## config.mk

```make
export PLATFORM = sky130hd
export DESIGN_NAME = tick_credit_priority_scheduler
export DESIGN_NICKNAME = d
export VERILOG_FILES = /design/src/rtl/core/tcps_pkg.sv /design/src/rtl/core/tcps_cmp.sv /design/src/rtl/core/tcps_ctrl.sv /design/src/rtl/core/tick_credit_priority_scheduler.sv
export SDC_FILE = /design/constraint.sdc
export NUM_CORES = 1
export LEC_CHECK = 0
export BUFFER_PORTS_ARGS = -buffer_cell sky130_fd_sc_hd__buf_2
export CAP_MARGIN = 20
export CORE_UTILIZATION = 50
export DETAILED_ROUTE_END_ITERATION = 16
export PLACE_DENSITY = 0.78
export SYNTH_ARGS = -nofsm -noshare
export SYNTH_HDL_FRONTEND = slang
export SYNTH_HIERARCHICAL = 1
export SYNTH_SLANG_ARGS = --single-unit
```

## constraint.sdc

```tcl
create_clock -name clock -period 6.3 [get_ports clock]
set_clock_uncertainty 0.2 [all_clocks]
set_input_delay 0.63 -clock clock [delete_from_list [all_inputs] [get_ports clock]]
set_output_delay 0.63 -clock clock [all_outputs]
set_load 0.005 [all_outputs]
```

## src/rtl/core/tcps_pkg.sv

```systemverilog
// shared types and constants for the tick credit priority scheduler
// no dependencies
package tcps_pkg;

   localparam int NUM_TASKS_DEF = 4;
   localparam int MAX_TASKS     = 4;
   localparam int TASK_W        = 2;
   localparam int PRIO_W        = 8;
   localparam int TICK_W        = 32;
   localparam int CSR_ADDR_W    = 2;
   localparam int REQ_DATA_W    = 8;
   localparam int RSP_DATA_W    = 40;

   typedef logic [PRIO_W-1:0] prio_type;
   typedef prio_type [MAX_TASKS-1:0] prio_arr_type;

   localparam prio_arr_type PRIO_RESET = {8'd0, 8'd0, 8'd5, 8'd1};

   typedef struct packed {
      logic                  we;
      logic [CSR_ADDR_W-1:0] addr;
      prio_type              wdata;
   } csr_type;

   typedef struct packed {
      prio_type diff;
      logic     borrow;
      logic     gt;
   } cmp_res_type;

   typedef struct packed {
      logic [TICK_W-1:0] tick_total;
      logic              refilled;
      logic              switched;
      logic [TASK_W-1:0] running_task;
   } rsp_type;

endpackage

```

## src/rtl/core/tcps_cmp.sv

```systemverilog
// shared 8-bit subtract and compare unit
// depends on tcps_pkg
module tcps_cmp
   import tcps_pkg::*;
(
   input  prio_type    op_a,
   input  prio_type    op_b,
   output cmp_res_type res
);

   logic [PRIO_W:0] sub;

   assign sub        = {1'b0, op_a} - {1'b0, op_b};
   assign res.diff   = sub[PRIO_W-1:0];
   assign res.borrow = sub[PRIO_W];
   assign res.gt     = !sub[PRIO_W] && (sub[PRIO_W-1:0] != '0);

endmodule

```

## src/rtl/core/tcps_ctrl.sv

```systemverilog
// scheduling sequencer: credits, priorities, tick count, scan and refill passes
// depends on tcps_pkg and tcps_cmp
module tcps_ctrl
   import tcps_pkg::*;
#(
   parameter int NUM_TASKS = NUM_TASKS_DEF
) (
   input  logic    clock,
   input  logic    reset,
   input  logic    start,
   input  logic    nested,
   input  csr_type csr,
   input  logic    out_free,
   output logic    idle,
   output logic    res_valid,
   output rsp_type res
);

   localparam logic [2:0] S_IDLE   = 3'd0;
   localparam logic [2:0] S_DEC    = 3'd1;
   localparam logic [2:0] S_SCAN   = 3'd2;
   localparam logic [2:0] S_REFILL = 3'd3;
   localparam logic [2:0] S_DONE   = 3'd4;

   localparam logic [TASK_W-1:0] LAST = TASK_W'(NUM_TASKS - 1);

   logic [2:0]        state_ff, state_in;
   prio_arr_type      prio_ff, prio_in;
   prio_arr_type      credit_ff, credit_in;
   logic [TASK_W-1:0] cur_ff, cur_in;
   logic [TASK_W-1:0] old_ff, old_in;
   logic [TASK_W-1:0] idx_ff, idx_in;
   prio_type          best_ff, best_in;
   logic              nested_ff, nested_in;
   logic              refill_ff, refill_in;
   logic [TICK_W-1:0] ticks_ff, ticks_in;

   prio_type    op_a, op_b, dec_val, best_nx;
   cmp_res_type cmp;

   tcps_cmp u_cmp (
      .op_a (op_a),
      .op_b (op_b),
      .res  (cmp)
   );

   always_comb begin
      case (state_ff)
         S_DEC: begin
            op_a = credit_ff[cur_ff];
            op_b = prio_type'(1);
         end
         S_SCAN: begin
            op_a = credit_ff[idx_ff];
            op_b = best_ff;
         end
         S_REFILL: begin
            op_a = prio_ff[idx_ff];
            op_b = prio_ff[cur_ff];
         end
         default: begin
            op_a = '0;
            op_b = '0;
         end
      endcase
   end

   assign dec_val = cmp.borrow ? '0 : cmp.diff;
   assign best_nx = cmp.gt ? op_a : best_ff;

   always_comb begin
      state_in  = state_ff;
      prio_in   = prio_ff;
      credit_in = credit_ff;
      cur_in    = cur_ff;
      old_in    = old_ff;
      idx_in    = idx_ff;
      best_in   = best_ff;
      nested_in = nested_ff;
      refill_in = refill_ff;
      ticks_in  = ticks_ff;
      res_valid = 1'b0;
      case (state_ff)
         S_IDLE: begin
            if (csr.we) begin
               prio_in[csr.addr]   = csr.wdata;
               credit_in[csr.addr] = csr.wdata;
            end
            if (start) begin
               ticks_in  = ticks_ff + 1'b1;
               nested_in = nested;
               old_in    = cur_ff;
               refill_in = 1'b0;
               state_in  = S_DEC;
            end
         end
         S_DEC: begin
            credit_in[cur_ff] = dec_val;
            if (nested_ff || dec_val != '0) begin
               state_in = S_DONE;
            end else begin
               idx_in   = '0;
               best_in  = '0;
               state_in = S_SCAN;
            end
         end
         S_SCAN: begin
            best_in = best_nx;
            if (cmp.gt) begin
               cur_in = idx_ff;
            end
            if (idx_ff == LAST) begin
               if (best_nx == '0) begin
                  idx_in    = '0;
                  refill_in = 1'b1;
                  state_in  = S_REFILL;
               end else begin
                  state_in = S_DONE;
               end
            end else begin
               idx_in = idx_ff + 1'b1;
            end
         end
         S_REFILL: begin
            credit_in[idx_ff] = prio_ff[idx_ff];
            if (cmp.gt) begin
               cur_in = idx_ff;
            end
            if (idx_ff == LAST) begin
               state_in = S_DONE;
            end else begin
               idx_in = idx_ff + 1'b1;
            end
         end
         S_DONE: begin
            res_valid = out_free;
            if (out_free) begin
               state_in = S_IDLE;
            end
         end
         default: begin
            state_in = S_IDLE;
         end
      endcase
   end

   always_ff @(posedge clock) begin
      if (reset) begin
         state_ff  <= S_IDLE;
         prio_ff   <= PRIO_RESET;
         credit_ff <= PRIO_RESET;
         cur_ff    <= '0;
         ticks_ff  <= '0;
      end else begin
         state_ff  <= state_in;
         prio_ff   <= prio_in;
         credit_ff <= credit_in;
         cur_ff    <= cur_in;
         ticks_ff  <= ticks_in;
      end
   end

   always_ff @(posedge clock) begin
      old_ff    <= old_in;
      idx_ff    <= idx_in;
      best_ff   <= best_in;
      nested_ff <= nested_in;
      refill_ff <= refill_in;
   end

   assign idle             = (state_ff == S_IDLE);
   assign res.running_task = cur_ff;
   assign res.switched     = (cur_ff != old_ff);
   assign res.refilled     = refill_ff;
   assign res.tick_total   = ticks_ff;

endmodule

```

## src/rtl/core/tick_credit_priority_scheduler.sv

```systemverilog
// top level of the tick credit priority scheduler: stream ports, csr port, output register
// depends on tcps_pkg and tcps_ctrl
//
// channel   direction  handshake             payload
// req       in         req_tvalid/req_tready req_tdata[0] nested
// rsp       out        rsp_tvalid/rsp_tready rsp_tdata task, switched, refilled, tick_total
// csr       in         csr_we (no wait)      csr_addr, csr_wdata
//
// a tick runs the decrement step only when nested or credit remains, adds the credit scan
// when the credit runs out and the refill pass when no task has credit; no new tick is
// accepted before it is done; the shared 8-bit subtract/compare unit takes one task per cycle.
// reset restores priorities and credits to their defaults.
// the result sits in an output register; a full register holds the sequencer in its
// last step until the beat is taken.
module tick_credit_priority_scheduler
   import tcps_pkg::*;
#(
   parameter int NUM_TASKS = NUM_TASKS_DEF
) (
   input  logic                  clock,
   input  logic                  reset,
   input  logic                  req_tvalid,
   output logic                  req_tready,
   input  logic [REQ_DATA_W-1:0] req_tdata,   // [0] nested, rest zero
   output logic                  rsp_tvalid,
   input  logic                  rsp_tready,
   output logic [RSP_DATA_W-1:0] rsp_tdata,   // [1:0] running_task, [2] switched,
                                              // [3] refilled, [35:4] tick_total
   input  logic                  csr_we,
   input  logic [CSR_ADDR_W-1:0] csr_addr,
   input  prio_type              csr_wdata
);

   logic    idle, start, out_free, res_valid;
   rsp_type res;
   csr_type csr;
   logic    rsp_valid_ff, rsp_valid_in;
   rsp_type rsp_data_ff, rsp_data_in;

   assign csr.we    = csr_we;
   assign csr.addr  = csr_addr;
   assign csr.wdata = csr_wdata;

   assign req_tready = idle;
   assign start      = req_tvalid && idle;
   assign out_free   = !rsp_valid_ff || rsp_tready;

   tcps_ctrl #(
      .NUM_TASKS (NUM_TASKS)
   ) u_ctrl (
      .clock     (clock),
      .reset     (reset),
      .start     (start),
      .nested    (req_tdata[0]),
      .csr       (csr),
      .out_free  (out_free),
      .idle      (idle),
      .res_valid (res_valid),
      .res       (res)
   );

   always_comb begin
      rsp_valid_in = rsp_valid_ff;
      rsp_data_in  = rsp_data_ff;
      if (rsp_tready) begin
         rsp_valid_in = 1'b0;
      end
      if (res_valid) begin
         rsp_valid_in = 1'b1;
         rsp_data_in  = res;
      end
   end

   always_ff @(posedge clock) begin
      if (reset) begin
         rsp_valid_ff <= 1'b0;
      end else begin
         rsp_valid_ff <= rsp_valid_in;
      end
   end

   always_ff @(posedge clock) begin
      rsp_data_ff <= rsp_data_in;
   end

   assign rsp_tvalid = rsp_valid_ff;
   assign rsp_tdata  = {{(RSP_DATA_W - $bits(rsp_type)){1'b0}}, rsp_data_ff};

   // busy right after a tick is taken
   a_busy_after_accept : assert property (@(posedge clock) disable iff (reset)
      (req_tvalid && req_tready) |=> !req_tready)
      else $error("scheduler ready right after accepting a tick");

   // chosen task is always one of the active tasks
   a_task_in_range : assert property (@(posedge clock) disable iff (reset)
      rsp_tvalid |-> (32'(rsp_tdata[1:0]) < NUM_TASKS))
      else $error("running task outside the active task range");

   // a fresh result only appears while the sequencer is not accepting
   a_result_while_busy : assert property (@(posedge clock) disable iff (reset)
      res_valid |-> !req_tready)
      else $error("result produced while idle");

endmodule

```

==> metrics.cfg <==
[run_status]
status=complete, no violations

[timing]
finalMaxSlewViolations=0
finalSetupTns_ns=0
max_freq_mhz=190
max-slew-margin-rel=0.186
max_slew.worst_pin.slew_ns=1.22
period_share=0.836
setup_viol=0
timing.hold.ws_ns=0.196
final_hold_viol_count=0
period_needed_ns=5.26
rsz0062_at_grt=no

[cts]
insertion_delay_ns=0.43
cts-resized-gates=0
htreeDepth=4
cts.hold.buffers_added=0
cts.sinks=152
cts_root_buf=clkbuf_16
numCtsBuffers=17
postCtsSetupBuffers=0
cts_tree=done
clkTransAtPathRegs_ns=0.07
ctsLongestPathBuffers=2

[synth]
yosys_warnings=6
synth-seq-area-share=0.418
netlist.area_leader.share=0.241
async_flop_share=0
synthFlopType=dfxtp_1
synth_area_sq_mm=0.00847
synth_edf_count=50
yosys-top-cells-area=dfxtp_1 24%, edfxtp_1 18%, mux4_2 7.7%
synth.ff_latch_count=152
synth_cells=841
yosysUniqueCellTypes=70
avgSynthCellArea_sq_um=10.1
yosysTopAreaCell=dfxtp_1

[floorplan]
core_sq_mm=0.0166
pin_count=65
die_w_um=132
start_util=0.511
die-area_sq_mm=0.0175
num_rows=47
dieHeight_um=132

[critical_path]
start_kind=flop
crit_arrival_ns=5.17
cp_cell_sequence=and2b_1 > a22oi_1 > a21oi_1 > inv_1 > ha_1 > fa_1 > nor2b_4 > nor3_2 > o21ai_2 > a21o_2 > a21oi_1 > a31oi_1 > buf_4 > nand2_1 > a21oi_2 > nand4b_4 > a311oi_2
critPathCaptureType=flop
worstSetupStartpoint=u_ctrl/state_ff[1]
critPathMaxFanout=42
cpMostUsedCell=a21oi_1
regToRegSetupSlack_ns=1.04
rr_startpoint=u_ctrl/state_ff[1]
required_ns=6.21
cp_slowest_cell=dfxtp_2
worstRegToRegCells=17
cp_slowest_stage_delay_ns=0.85
rr_endpoint=u_ctrl/idx_ff[1]
cp-endpoint=u_ctrl/idx_ff[1]
path_class=flop to flop

[hold_path]
min_path_type=primary input to flop

[drt]
wl_per_cell_um=19.7
first_iter_violations=737
drc=0
firstDrtPassIters=5
vias=6990
viasPerCell=6.30
drt_wl_total_mm=21.8
detail-route-antenna-nets=0

[cells_and_area]
nFillCells=1418
diodes=0
syn2layout_area_growth_pct=11.6
nNetsFinal=913
stdcell_area_sq_mm=0.00945
drive_gt1_frac=0.182

[run]
maxCapViolations=0

[global_route]
grt_max_degree=96
antenna_found_initial=0
grt_pass1_vias=6549
grtUsageTotal=0.257
grt-ovfl-total=0
grt_pass1_wl_mm=35.0

[placement]
hpwl_mm=14.6
port_buffers=53
placed_area_sq_mm=0.00882
place_congestion=0.954

[power_and_ir_drop]
ir_worst_vdd_v=0.000361
power.total_w=0.00401
p_leak_nw=3.44
p_per_area_mw_per_mm2=424

[report_power, final]
group          internal, W  switching, W
Clock             0.000576      0.000475
Combinational     0.000665      0.000978
Sequential         0.00116      0.000149
Total              0.00240       0.00160
[kinds of logic after synthesis]
family,Yosys count,share of synthesized area
and+or+nand+nor,312,0.187
AOI/OAI and AO/OA,154,0.128
DFF,152,0.418
muxes,98,0.163
buffers and inverters,77,0.0471
xor gates and xnor gates,33,0.0350
adders and majority gates,14,0.0216
other,1,0.000443
[cells in the final DEF (no fill, tap or decap), types with 7 or more instances in the layout]
master / n
dfxtp_1: 101
nor2_1: 94
nand2_1: 72
mux2i_1: 63
nand3_1: 60
buf_2: 53
edfxtp_1: 50
a21oi_1: 44
mux4_2: 29
a32oi_1: 29
o211ai_1: 25
xor2_1: 21
inv_1: 19
clkbuf_16: 17
buf_4: 16
nor2b_1: 16
ha_1: 13
o21ai_1: 11
xnor2_1: 11
nand2b_1: 11
and2_1: 10
o221ai_1: 8
nor3_1: 7
or3_1: 7
[synthesized netlist by cell type (all sizes together) (4+ instances only)]
library cell	n
dfxtp	102
nor2	97
nand2	72
mux2i	63
nand3	60
a21oi	50
edfxtp	50
clkbuf	31
mux4	31
a32oi	29
buf	25
o211ai	25
xor2	22
inv	21
nor2b	17
o21ai	15
ha	13
nand2b	12
xnor2	11
and2	10
nor3	8
o221ai	8
a22oi	7
or3	7
a31oi	6
and3	6
and4	6
nor4	6
nand4	5
mux2	4
[how the worst min path moves through the flow]
stage,endpoint,depth (start not counted),startpoint
after floorplan,rsp_tdata[35],0,u_ctrl/ticks_ff[31]
after global placement,rsp_tdata[3],0,u_ctrl/refill_ff
after detailed placement,rsp_tdata[3],0,u_ctrl/refill_ff
after CTS,u_ctrl/nested_ff,1,req_tdata[0]
after global routing,u_ctrl/nested_ff,1,req_tdata[0]
final,u_ctrl/nested_ff,1,req_tdata[0]
[critical path, delay by kind of cell, from the launching register on]
| family | cells | cell delay [ns] |
|---|---|---|
| adder cells (fa/ha/maj) | 2 | 0.70 |
| flip-flops | 1 | 0.85 |
| AND/OR/NAND/NOR | 5 | 0.93 |
| AO/OA/AOI/OAI | 8 | 1.90 |
| buffers and inverters | 2 | 0.37 |
[through the flow]
step | worst slack (ns) | instances | util
after CTS | 1.15 | 1109 | 0.570
after global placement | 1.24 | 1077 | 0.532
after global routing | 0.741 | 1109 | 0.570
after detailed placement | 1.19 | 1077 | 0.532
final | 1.04 | 1109 | 0.570
after floorplan | 1.70 | 844 | -
[flip-flops by register name, summed over array words and instances (netlist names)]
register	flops
rsp_tdata	36
u_ctrl/prio_ff	32
u_ctrl/refill_ff	1
u_ctrl/state_ff	3
u_ctrl/idx_ff	2
rsp_tvalid	1
u_ctrl/ticks_ff	32
u_ctrl/credit_ff	32
u_ctrl/best_ff	8
u_ctrl/cur_ff	2
u_ctrl/nested_ff	1
u_ctrl/old_ff	2
[area by class of cell]
cell class,count,area (sq um),area share
clock buffer,17,425,0.0450
sequential,152,3540,0.375
clock inverter,15,198,0.0209
timing repair buffer,69,385,0.0408
tap,220,275,0.0291
multi-input combinational,615,4540,0.480
inverter,21,81.3,0.00861
[metal layers]
metal,up-vias,share of wire,GRT usage
li1,3176,-,-
met5,-,0,0.0139
met2,423,0.46,0.397
met1,3321,0.40,0.333
met4,0,0.040,0.140
met3,70,0.093,0.0623
Note: power is estimated with default switching activity, not from simulation.
